## src/hdl/puok_pkg.sv

```systemverilog
// Package for the prioritised UTC offset keeper: operation, source and
// status codes, field widths and the reset value of the UTC limit.
// No dependencies.
package puok_pkg;

    // Field widths
    localparam int unsigned OpW      = 2;
    localparam int unsigned SrcW     = 2;
    localparam int unsigned TimeW    = 64;
    localparam int unsigned UtcW     = 63;
    localparam int unsigned StatusW  = 3;
    localparam int unsigned SDataW   = 136;
    localparam int unsigned MDataW   = 200;
    localparam int unsigned ApbDataW = 64;
    localparam int unsigned ApbAddrW = 4;

    // Operation codes
    localparam logic [OpW-1:0] OP_CLEAR    = 2'd0;
    localparam logic [OpW-1:0] OP_SUBMIT   = 2'd1;
    localparam logic [OpW-1:0] OP_CONVERT  = 2'd2;
    localparam logic [OpW-1:0] OP_SNAPSHOT = 2'd3;

    // Source codes, in rising priority
    localparam logic [SrcW-1:0] SRC_NONE    = 2'd0;
    localparam logic [SrcW-1:0] SRC_GPS     = 2'd1;
    localparam logic [SrcW-1:0] SRC_CLOUD   = 2'd2;
    localparam logic [SrcW-1:0] SRC_INVALID = 2'd3;

    // Status codes
    localparam logic [StatusW-1:0] ST_OK       = 3'd0;
    localparam logic [StatusW-1:0] ST_INVALID  = 3'd1;
    localparam logic [StatusW-1:0] ST_REJECTED = 3'd2;
    localparam logic [StatusW-1:0] ST_NO_TIME  = 3'd3;
    localparam logic [StatusW-1:0] ST_RANGE    = 3'd4;

    // Register map: index of the UTC limit register
    localparam logic [0:0] REG_UTC_LIMIT = 1'b0;

    // End of year 9999 in milliseconds
    localparam logic [UtcW-1:0] UTC_LIMIT_RESET = 63'd253402300799999;

    // One captured input word
    typedef struct packed {
        logic [OpW-1:0]   operation;
        logic [SrcW-1:0]  sample_source;
        logic [TimeW-1:0] sample_utc_ms;
        logic [TimeW-1:0] mono_ms;
    } in_word_t;

endpackage

```

## src/hdl/prioritized_utc_offset_keeper.sv

```systemverilog
// Top level of the prioritised UTC offset keeper: input register, the
// submit/convert/snapshot logic with the held offset, and the result register.
// Depends on puok_pkg.
//
// The block holds one UTC-minus-monotonic offset with its source (none below
// gps below cloud) and the monotonic time of the sample that set it. Each
// input word gives exactly one result word. A word accepted at one edge is
// loaded into the result register at the next edge when that register is
// free, and m_tvalid rises with that load: while the word sits in the input
// register, the checks, one 64-bit add or subtract and the limit compares
// run combinationally into the result register, where the held state is
// updated at the same edge. A stalled result holds the word in the input
// register and drops s_tready once both registers are full.
// A new word is accepted every cycle while the result side keeps up. The
// UTC limit sits at byte address 0 of the 64-bit APB port (bits 62:0) and
// must be written only while the block is idle.
module prioritized_utc_offset_keeper (
    input  logic                              aclk,
    input  logic                              aresetn,
    // input stream
    input  logic                              s_tvalid,
    output logic                              s_tready,
    // [1:0] sample_source, [65:2] sample_utc_ms, [129:66] mono_ms, rest zero
    input  logic [puok_pkg::SDataW-1:0]       s_tdata,
    // [1:0] operation
    input  logic [puok_pkg::OpW-1:0]          s_tuser,
    // result stream
    output logic                              m_tvalid,
    input  logic                              m_tready,
    // [62:0] utc_out_ms, [64:63] time_source, [65] time_valid,
    // [129:66] offset_out_ms, [192:130] sample_time_out_ms, rest zero
    output logic [puok_pkg::MDataW-1:0]       m_tdata,
    // [2:0] status
    output logic [puok_pkg::StatusW-1:0]      m_tuser,
    // configuration
    input  logic                              psel,
    input  logic                              penable,
    input  logic                              pwrite,
    input  logic [puok_pkg::ApbAddrW-1:0]     paddr,
    input  logic [puok_pkg::ApbDataW-1:0]     pwdata,
    output logic [puok_pkg::ApbDataW-1:0]     prdata,
    output logic                              pready
);

    logic                              in_valid_reg;
    puok_pkg::in_word_t                in_word_reg;
    logic                              out_valid_reg;
    logic [puok_pkg::MDataW-1:0]       out_data_reg;
    logic [puok_pkg::StatusW-1:0]      out_status_reg;
    logic [puok_pkg::UtcW-1:0]         utc_limit_reg;
    logic [puok_pkg::SrcW-1:0]         held_source_reg;
    logic [puok_pkg::TimeW-1:0]        held_offset_reg;
    logic [puok_pkg::UtcW-1:0]         held_sample_time_reg;

    logic [puok_pkg::SrcW-1:0]         held_source_next;
    logic [puok_pkg::TimeW-1:0]        held_offset_next;
    logic [puok_pkg::UtcW-1:0]         held_sample_time_next;
    logic [puok_pkg::StatusW-1:0]      status_next;
    logic [puok_pkg::UtcW-1:0]         utc_out_next;
    logic [puok_pkg::MDataW-1:0]       out_data_next;

    logic                              advance;
    logic                              cfg_write;
    logic                              bad_submit;
    logic                              refused;
    logic [puok_pkg::TimeW-1:0]        diff;
    logic [puok_pkg::TimeW-1:0]        sum;

    // Handshake: the input register moves on when the result register is free
    assign advance  = in_valid_reg && (!out_valid_reg || m_tready);
    assign s_tready = !in_valid_reg || advance;
    assign m_tvalid = out_valid_reg;
    assign m_tdata  = out_data_reg;
    assign m_tuser  = out_status_reg;

    // APB: always ready, one 64-bit register
    assign pready    = 1'b1;
    assign cfg_write = psel && penable && pwrite && pready
                       && (paddr[3] == puok_pkg::REG_UTC_LIMIT);
    assign prdata    = (paddr[3] == puok_pkg::REG_UTC_LIMIT)
                       ? {1'b0, utc_limit_reg} : '0;

    // Arithmetic on the captured word
    assign diff = in_word_reg.sample_utc_ms - in_word_reg.mono_ms;
    assign sum  = in_word_reg.mono_ms + held_offset_reg;

    // Submit checks: bad source or range, then priority and age
    assign bad_submit = ((in_word_reg.sample_source != puok_pkg::SRC_GPS)
                         && (in_word_reg.sample_source != puok_pkg::SRC_CLOUD))
                        || in_word_reg.sample_utc_ms[63]
                        || (in_word_reg.sample_utc_ms[62:0] > utc_limit_reg)
                        || in_word_reg.mono_ms[63];
    assign refused    = (held_source_reg > in_word_reg.sample_source)
                        || ((held_source_reg == in_word_reg.sample_source)
                            && (held_sample_time_reg > in_word_reg.mono_ms[62:0]));

    // Work out the status, the converted time and the new held state
    always_comb begin
        held_source_next      = held_source_reg;
        held_offset_next      = held_offset_reg;
        held_sample_time_next = held_sample_time_reg;
        status_next           = puok_pkg::ST_OK;
        utc_out_next          = '0;
        unique case (in_word_reg.operation)
            puok_pkg::OP_CLEAR: begin
                held_source_next      = puok_pkg::SRC_NONE;
                held_offset_next      = '0;
                held_sample_time_next = '0;
            end
            puok_pkg::OP_SUBMIT: begin
                priority if (bad_submit) begin
                    status_next = puok_pkg::ST_INVALID;
                end else if (refused) begin
                    status_next = puok_pkg::ST_REJECTED;
                end else begin
                    held_source_next      = in_word_reg.sample_source;
                    held_offset_next      = diff;
                    held_sample_time_next = in_word_reg.mono_ms[62:0];
                end
            end
            puok_pkg::OP_CONVERT: begin
                // A positive offset overflowing the add also sets the sign bit
                priority if (in_word_reg.mono_ms[63]) begin
                    status_next = puok_pkg::ST_INVALID;
                end else if (held_source_reg == puok_pkg::SRC_NONE) begin
                    status_next = puok_pkg::ST_NO_TIME;
                end else if (sum[63] || (sum[62:0] > utc_limit_reg)) begin
                    status_next = puok_pkg::ST_RANGE;
                end else begin
                    utc_out_next = sum[62:0];
                end
            end
            puok_pkg::OP_SNAPSHOT: begin
            end
            default: begin
            end
        endcase
    end

    // Pack the result word, reporting state after the operation
    assign out_data_next = {7'd0,
                            held_sample_time_next,
                            held_offset_next,
                            (held_source_next != puok_pkg::SRC_NONE),
                            held_source_next,
                            utc_out_next};

    // Control state, configuration and held state
    always_ff @(posedge aclk) begin
        if (!aresetn) begin
            in_valid_reg         <= 1'b0;
            out_valid_reg        <= 1'b0;
            utc_limit_reg        <= puok_pkg::UTC_LIMIT_RESET;
            held_source_reg      <= puok_pkg::SRC_NONE;
            held_offset_reg      <= '0;
            held_sample_time_reg <= '0;
        end else begin
            if (s_tvalid && s_tready) begin
                in_valid_reg <= 1'b1;
            end else if (advance) begin
                in_valid_reg <= 1'b0;
            end
            if (advance) begin
                out_valid_reg        <= 1'b1;
                held_source_reg      <= held_source_next;
                held_offset_reg      <= held_offset_next;
                held_sample_time_reg <= held_sample_time_next;
            end else if (m_tready) begin
                out_valid_reg <= 1'b0;
            end
            if (cfg_write) begin
                utc_limit_reg <= pwdata[62:0];
            end
        end
    end

    // Payload registers: capture input word, hold result word
    always_ff @(posedge aclk) begin
        if (s_tvalid && s_tready) begin
            in_word_reg.operation     <= s_tuser;
            in_word_reg.sample_source <= s_tdata[1:0];
            in_word_reg.sample_utc_ms <= s_tdata[65:2];
            in_word_reg.mono_ms       <= s_tdata[129:66];
        end
        if (advance) begin
            out_data_reg   <= out_data_next;
            out_status_reg <= status_next;
        end
    end

    // A held source is never the invalid code
    a_source_legal: assert property (@(posedge aclk) disable iff (!aresetn)
        held_source_reg != puok_pkg::SRC_INVALID)
        else $error("held source took the invalid code");

    // Any failing status carries a zero converted time
    a_err_zero_utc: assert property (@(posedge aclk) disable iff (!aresetn)
        (m_tvalid && (m_tuser != puok_pkg::ST_OK)) |-> (m_tdata[62:0] == '0))
        else $error("converted time not zero on error");

    // Reported valid flag follows the reported source
    a_valid_flag: assert property (@(posedge aclk) disable iff (!aresetn)
        m_tvalid |-> (m_tdata[65] == (m_tdata[64:63] != puok_pkg::SRC_NONE)))
        else $error("time_valid disagrees with time_source");

    // Held state changes only when a word passes into the result register
    a_state_hold: assert property (@(posedge aclk) disable iff (!aresetn)
        ($past(aresetn) && !$past(advance))
        |-> ($stable(held_source_reg) && $stable(held_offset_reg)
             && $stable(held_sample_time_reg)))
        else $error("held state changed without an item");

    // An accepted submit reports the source it stored
    a_submit_ok: assert property (@(posedge aclk) disable iff (!aresetn)
        (advance && (in_word_reg.operation == puok_pkg::OP_SUBMIT)
         && !bad_submit && !refused)
        |=> (held_source_reg == $past(in_word_reg.sample_source)))
        else $error("accepted submit did not store its source");

endmodule
```

## config.mk

```make
export PLATFORM = sky130hd
export DESIGN_NAME = prioritized_utc_offset_keeper
export DESIGN_NICKNAME = d
export VERILOG_FILES = /design/src/hdl/puok_pkg.sv /design/src/hdl/prioritized_utc_offset_keeper.sv
export SDC_FILE = /design/constraint.sdc
export NUM_CORES = 1
export LEC_CHECK = 0
export BUFFER_PORTS_ARGS = -buffer_cell sky130_fd_sc_hd__buf_2
export CAP_MARGIN = 20
export CORE_MARGIN = 4
export CORE_UTILIZATION = 62
export DETAILED_ROUTE_END_ITERATION = 16
export PLACE_DENSITY = 0.86
export SLEW_MARGIN = 15
export SYNTH_ARGS = -nofsm -noshare
export SYNTH_HDL_FRONTEND = slang
export SYNTH_SLANG_ARGS = --single-unit
```

## constraint.sdc

```tcl
create_clock -name aclk -period 16.3 [get_ports aclk]
set_input_delay 0.815 -clock aclk [delete_from_list [all_inputs] [get_ports aclk]]
set_output_delay 0.815 -clock aclk [all_outputs]
set_load 0.02 [all_outputs]
```

* Word level (Yosys, flattened, before mapping)
Cells that the tools add are included.
** Storage, ports and cells
- Output and inout bits :: 270
- Input bits :: 213
- Register bits after elaboration :: 522
- Latch bits :: 0
- Memories :: 0
- Bits in read-only memories :: 0
- RAM bits :: 0
- Word-level logic and storage cells :: 68
** Cells by class
- Add/sub/neg operators :: 2
- Div/mod/pow operators :: 0
- Multipliers :: 0
- Reductions and logical operators :: 22
- Multiplexer cells :: 20
- Bitwise gates (word level) :: 2
- Shift operators :: 0
- Order comparisons :: 4
- Equality and inequality tests :: 5
** Operators by type and width (count)
- $gt 63x63->1 :: 3
- $mux 63 :: 3
- $mux 64 :: 2
- $pmux 64 s2 :: 1
- $pmux 63 s2 :: 1
- $add 64x64->64 :: 1
- $sub 64x64->64 :: 1
- $mux 3 :: 3
- $mux 2 :: 4
- $logic_and 1x1->1 :: 7
- $logic_or 1x1->1 :: 7
- $pmux 3 s2 :: 1
- $reduce_bool 2->1 :: 3
- $logic_not 2->1 :: 2
- $mux 1 :: 4
- $pmux 2 s2 :: 1
- $reduce_or 4->1 :: 1
- $eq 2x1->1 const B :: 1
- $eq 2x2->1 :: 1
- $eq 2x2->1 const B :: 1
- $gt 2x2->1 :: 1
- $logic_not 1->1 :: 2
- $ne 2x1->1 const B :: 1
- $ne 2x2->1 const B :: 1
- $not 1->1 :: 2

* Depth between registers and ports, before layout
- Depth after elaboration :: 8
- Mapped depth :: 23
- Depth with buffers taken out :: 22

* Least setup slack after synthesis
OpenSTA, ideal clock, no wires.
- Path kind :: input to register
- From :: input port m_tready
- To :: register out_data_reg (netlist bit m_tdata[0]) (enable)
- Path buffers :: 3
- Slack :: 8689 ps
- Cell stages on the path :: 6
- Data arrival time :: 6975 ps
- Library setup time :: 636 ps
- Required time :: 15664 ps
- Cells stage by stage :: nor2b_1 > nand2b_1 > clkbuf_1 > inv_1 > clkbuf_1 > clkbuf_1
** Between the ends
- Longest elaborated chain between the ends :: 2
** RTL lines
- start: declaration :: line prioritized_utc_offset_keeper.sv:29 : input logic m_tready,
- $logic_or 1x1->1 :: line prioritized_utc_offset_keeper.sv:70 : assign advance = in_valid_reg && (!out_valid_reg || m_tready);
- $logic_and 1x1->1 :: line prioritized_utc_offset_keeper.sv:70
- via advance :: line prioritized_utc_offset_keeper.sv:62 : logic advance;
- end signal: assignment :: line prioritized_utc_offset_keeper.sv:186 : out_data_reg <= out_data_next;
- end: declaration :: line prioritized_utc_offset_keeper.sv:48 : logic [puok_pkg::MDataW-1:0] out_data_reg;
The timed path passes the listed nets, and every way through them passes these cells.
A chain may end at the register's enable or synchronous reset.

* Worst setup path after layout
- From :: register in_word_reg[0] in the netlist's numbering
- To :: register out_data_reg (netlist bit m_tdata[31]) (data pin)
** Between the ends
- Longest elaborated chain between the ends :: 4
** RTL lines
- start: declaration :: line prioritized_utc_offset_keeper.sv:46 : puok_pkg::in_word_t in_word_reg;
- $add 64x64->64 :: line prioritized_utc_offset_keeper.sv:85 : assign sum = in_word_reg.mono_ms + held_offset_reg;
- via sum, one bit :: line prioritized_utc_offset_keeper.sv:67 : logic [puok_pkg::TimeW-1:0] sum;
- $gt 63x63->1 :: line prioritized_utc_offset_keeper.sv:127 : end else if (sum[63] || (sum[62:0] > utc_limit_reg)) begin
- $logic_or 1x1->1 :: line prioritized_utc_offset_keeper.sv:127
- $reduce_or 4->1 (no line)
The timed path passes the listed nets, and every way through them passes these cells.

==> results.toml <==
[grt]
grt_pass1_vias = 25300
grt_max_degree = 109
grt_overflow = 0
grt_pass1_wl_mm = 152
track_usage = 0.371
antenna_found_initial = 7

[clocking]
ctsHoldBuffers = 0
cts.root.buffer_cell = "clkbuf_16"
htreeDepth = 2
cts_buffers = 55
clock_sinks = 522
cts_resized = 0
clock_path_buffers = 3
clk_pin_slew_ns = 0.06
cts_tree = "yes"
clk_latency_ns = 0.63
postCtsSetupBuffers = 0

[setup_path]
crit_type = "reg2reg"
crit_fanout = 57
reg2reg_depth = 21
cp_slowest_cell = "or4b_2"
path_delay_family = "simple AND/OR/NAND/NOR gates"
worstPathRequired_ns = 16.66
cp_num_buf_inv = 1
cp-start-kind = "flop"
endpoint_kind = "flop"
ff2ff_setup_slack_ns = 9.37
critical_path_arrival_ns = 7.29
path_cells = "ha_1 > fa_1 > a211oi_1 > o21a_1 > nor3_1 > a221o_1 > a21boi_0 > o31ai_1 > a21bo_2 > xor2_1 > ha_1 > and4_1 > or4b_2 > or2_2 > nor3_1 > o21ai_0 > o211ai_1 > and2_1 > o21ai_4 > buf_4 > and4_1"
max_stage_delay_ns = 0.66
r2r-start = "in_word_reg[0]"
worstReg2RegEnd = "m_tdata[31]"

[finish]
nNetsFinal = 4052
drive_above_1_share = 0.171
final_area_um2 = 35500
layout_commonest_cell = "buf_2"
final_cell_mix = "buf_2, edfxtp_1, ha_1"
largest_reg_flops = 193
area_growth_pct = 15.6

[floorplan]
die_area_um2 = 53100
coreArea_um2 = 49000
die_h_um = 230
num_rows = 81
ioPinCount = 483
start_util = 0.627
fp.dieW_um = 230

[power_and_ir_drop]
internal-power_mw = 2.52
swShare = 0.277
clockPowerShare = 0.409
pwr-share-comb = 0.159
p_switching_mw = 0.963
p_leak_nw = 15.1
vdd_drop_max_v = 0.0000955
p_seq_frac = 0.431
power.density_nw_per_um2 = 98.1

[timing]
layout_setup_ws_ns = 9.37
tightestPinTransition_ns = 1.15
fin_skew_ns = 0.0327
tns_ns = 0
rsz0062_at_grt = "false"
setup_violations = 0
hold_violations = 0
slew_headroom = 0.212
period_share = 0.425
min_period_ns = 6.93
maxSlewViolCount = 0
max_freq_mhz = 144

[hold_path]
holdPathEnd = "in_word_reg[28]"
min_path_type = "in2reg"
min_from = "s_tdata[94]"
hold_depth = 1

[yosys]
netlist_area_um2 = 30700
yosys_warnings = 0
synth.distinct_cells = 72
ys_seq_area_frac = 0.448
syn-instance-count = 3142
synth_edf_count = 328
synth_area_per_cell_um2 = 9.76
synth_seq_cells = 522
yosys_most_used_dff = "edfxtp_1"
async_flop_share = 0

[outcome]
outcome = "finished, final reports clean"

[placed_design]
hpwl_mm = 76.2
place_ws_ns = 9.48
portBuffers = 463
routabilityCongestion = 1.04
placed_cell_area_um2 = 33400

[route]
drt_iter0_drc = 3757
vias = 27200
drtPass1Iterations = 6
drc = 0
wire_per_inst_um = 24.4
viasPerCell = 6.42
ant_nets = 0
drt-total-wl_mm = 103

[run]
drv_cap = 0
[logic make-up after synthesis]
kind of cell | share of synthesized area
fa+ha+maj | 0.132
mux | 0.00751
simple gates | 0.147
buf+inv | 0.0437
flops | 0.448
other cells | 0.000245
compound gates | 0.187
xor+xnor | 0.0346
[worst reg2reg max path: cells and delay by family (launching register included)]
kind / cells / cell delay, ns
AND/OR/NAND/NOR: 7 / 2.68
AO/OA/AOI/OAI: 9 / 2.17
adder cells (fa/ha/maj): 3 / 0.70
flip-flops: 1 / 0.47
XOR/XNOR: 1 / 0.37
buffers and inverters: 1 / 0.31
[cell type report]
class                   count  area (µm²)
multi-input cells        2286       15700
flip-flops and latches    522       13700
fillers                  3567       13500
repair buffers            485        2500
clock buffers              69        1510
well taps                 664         831
inverters                 167         634
clock inverters            34         531
diodes                      7        17.5
[stage by stage]
step / util / power [mW] / std cells / hold WS [ns]
floorplan: - / 1.88 / 3149 / 0.436
global placement: 0.682 / 2.05 / 4123 / 0.442
detailed placement: 0.682 / 2.06 / 4123 / 0.446
CTS: 0.724 / 3.46 / 4226 / 0.337
global route: 0.724 / 3.58 / 4230 / 0.348
finish: 0.724 / 3.48 / 4234 / 0.359
[metal layers]
layer	up-vias	track usage	routed length, µm
met1	12800	0.509	40600
met4	4	0.161	4980
li1	12400	-	-
met2	1688	0.581	46400
met5	-	0	20
met3	274	0.0686	11200
[power by group through the flow]
| stage | Clock [mW] | Combinational, mW | Sequential [mW] |
|---|---|---|---|
| 3_5_place_dp | 0 | 0.535 | 1.53 |
| 5_1_grt | 1.48 | 0.598 | 1.50 |
| 4_1_cts | 1.42 | 0.540 | 1.50 |
| 6_report | 1.42 | 0.554 | 1.50 |
| 3_3_place_gp | 0 | 0.528 | 1.53 |
| 2_1_floorplan | 0 | 0.332 | 1.55 |
[synthesized netlist by cell type, types with 6 or more instances]
| cell | count | area, µm² |
|---|---|---|
| nor2_1 | 214 | 803 |
| clkbuf_1 | 134 | 503 |
| o31ai_1 | 14 | 105 |
| and3_1 | 12 | 75.1 |
| and2_1 | 15 | 93.8 |
| nand4_1 | 66 | 413 |
| a31oi_1 | 12 | 75.1 |
| ha_1 | 320 | 4000 |
| nor2b_1 | 28 | 175 |
| or2_2 | 7 | 43.8 |
| o211ai_1 | 51 | 383 |
| o31a_1 | 7 | 61.3 |
| buf_4 | 12 | 90.1 |
| a22o_1 | 70 | 613 |
| xor2_1 | 46 | 403 |
| mux2i_1 | 23 | 230 |
| nor3_1 | 46 | 230 |
| xnor2_1 | 75 | 657 |
| a41oi_1 | 6 | 52.6 |
| o21bai_1 | 32 | 240 |
| and4_1 | 63 | 552 |
| o21a_1 | 16 | 120 |
| a21o_1 | 88 | 661 |
| buf_1 | 15 | 56.3 |
| a21boi_0 | 6 | 45.0 |
| or3_1 | 12 | 75.1 |
| a2bb2oi_1 | 6 | 52.6 |
| a211oi_1 | 32 | 240 |
| edfxtp_1 | 328 | 9850 |
| nor4_1 | 14 | 87.6 |
| a21oi_1 | 238 | 1190 |
| nand3_1 | 150 | 751 |
| a221o_1 | 7 | 70.1 |
| buf_2 | 13 | 65.1 |
| dfxtp_1 | 194 | 3880 |
| o21ai_0 | 221 | 1110 |
| nand2b_1 | 17 | 106 |
| o2bb2ai_1 | 28 | 245 |
| nand2_1 | 266 | 998 |
| inv_1 | 167 | 627 |
[how the worst max path moves through the flow]
stage / start / end / cells after the start
detailed placement: in_word_reg[0] / m_tdata[31] / 21
global route: in_word_reg[0] / m_tdata[35] / 21
global placement: in_word_reg[0] / m_tdata[35] / 21
finish: in_word_reg[0] / m_tdata[31] / 21
CTS: in_word_reg[0] / m_tdata[35] / 21
floorplan: m_tready / m_tdata[0] / 6
(Power assumes the default switching activity.)
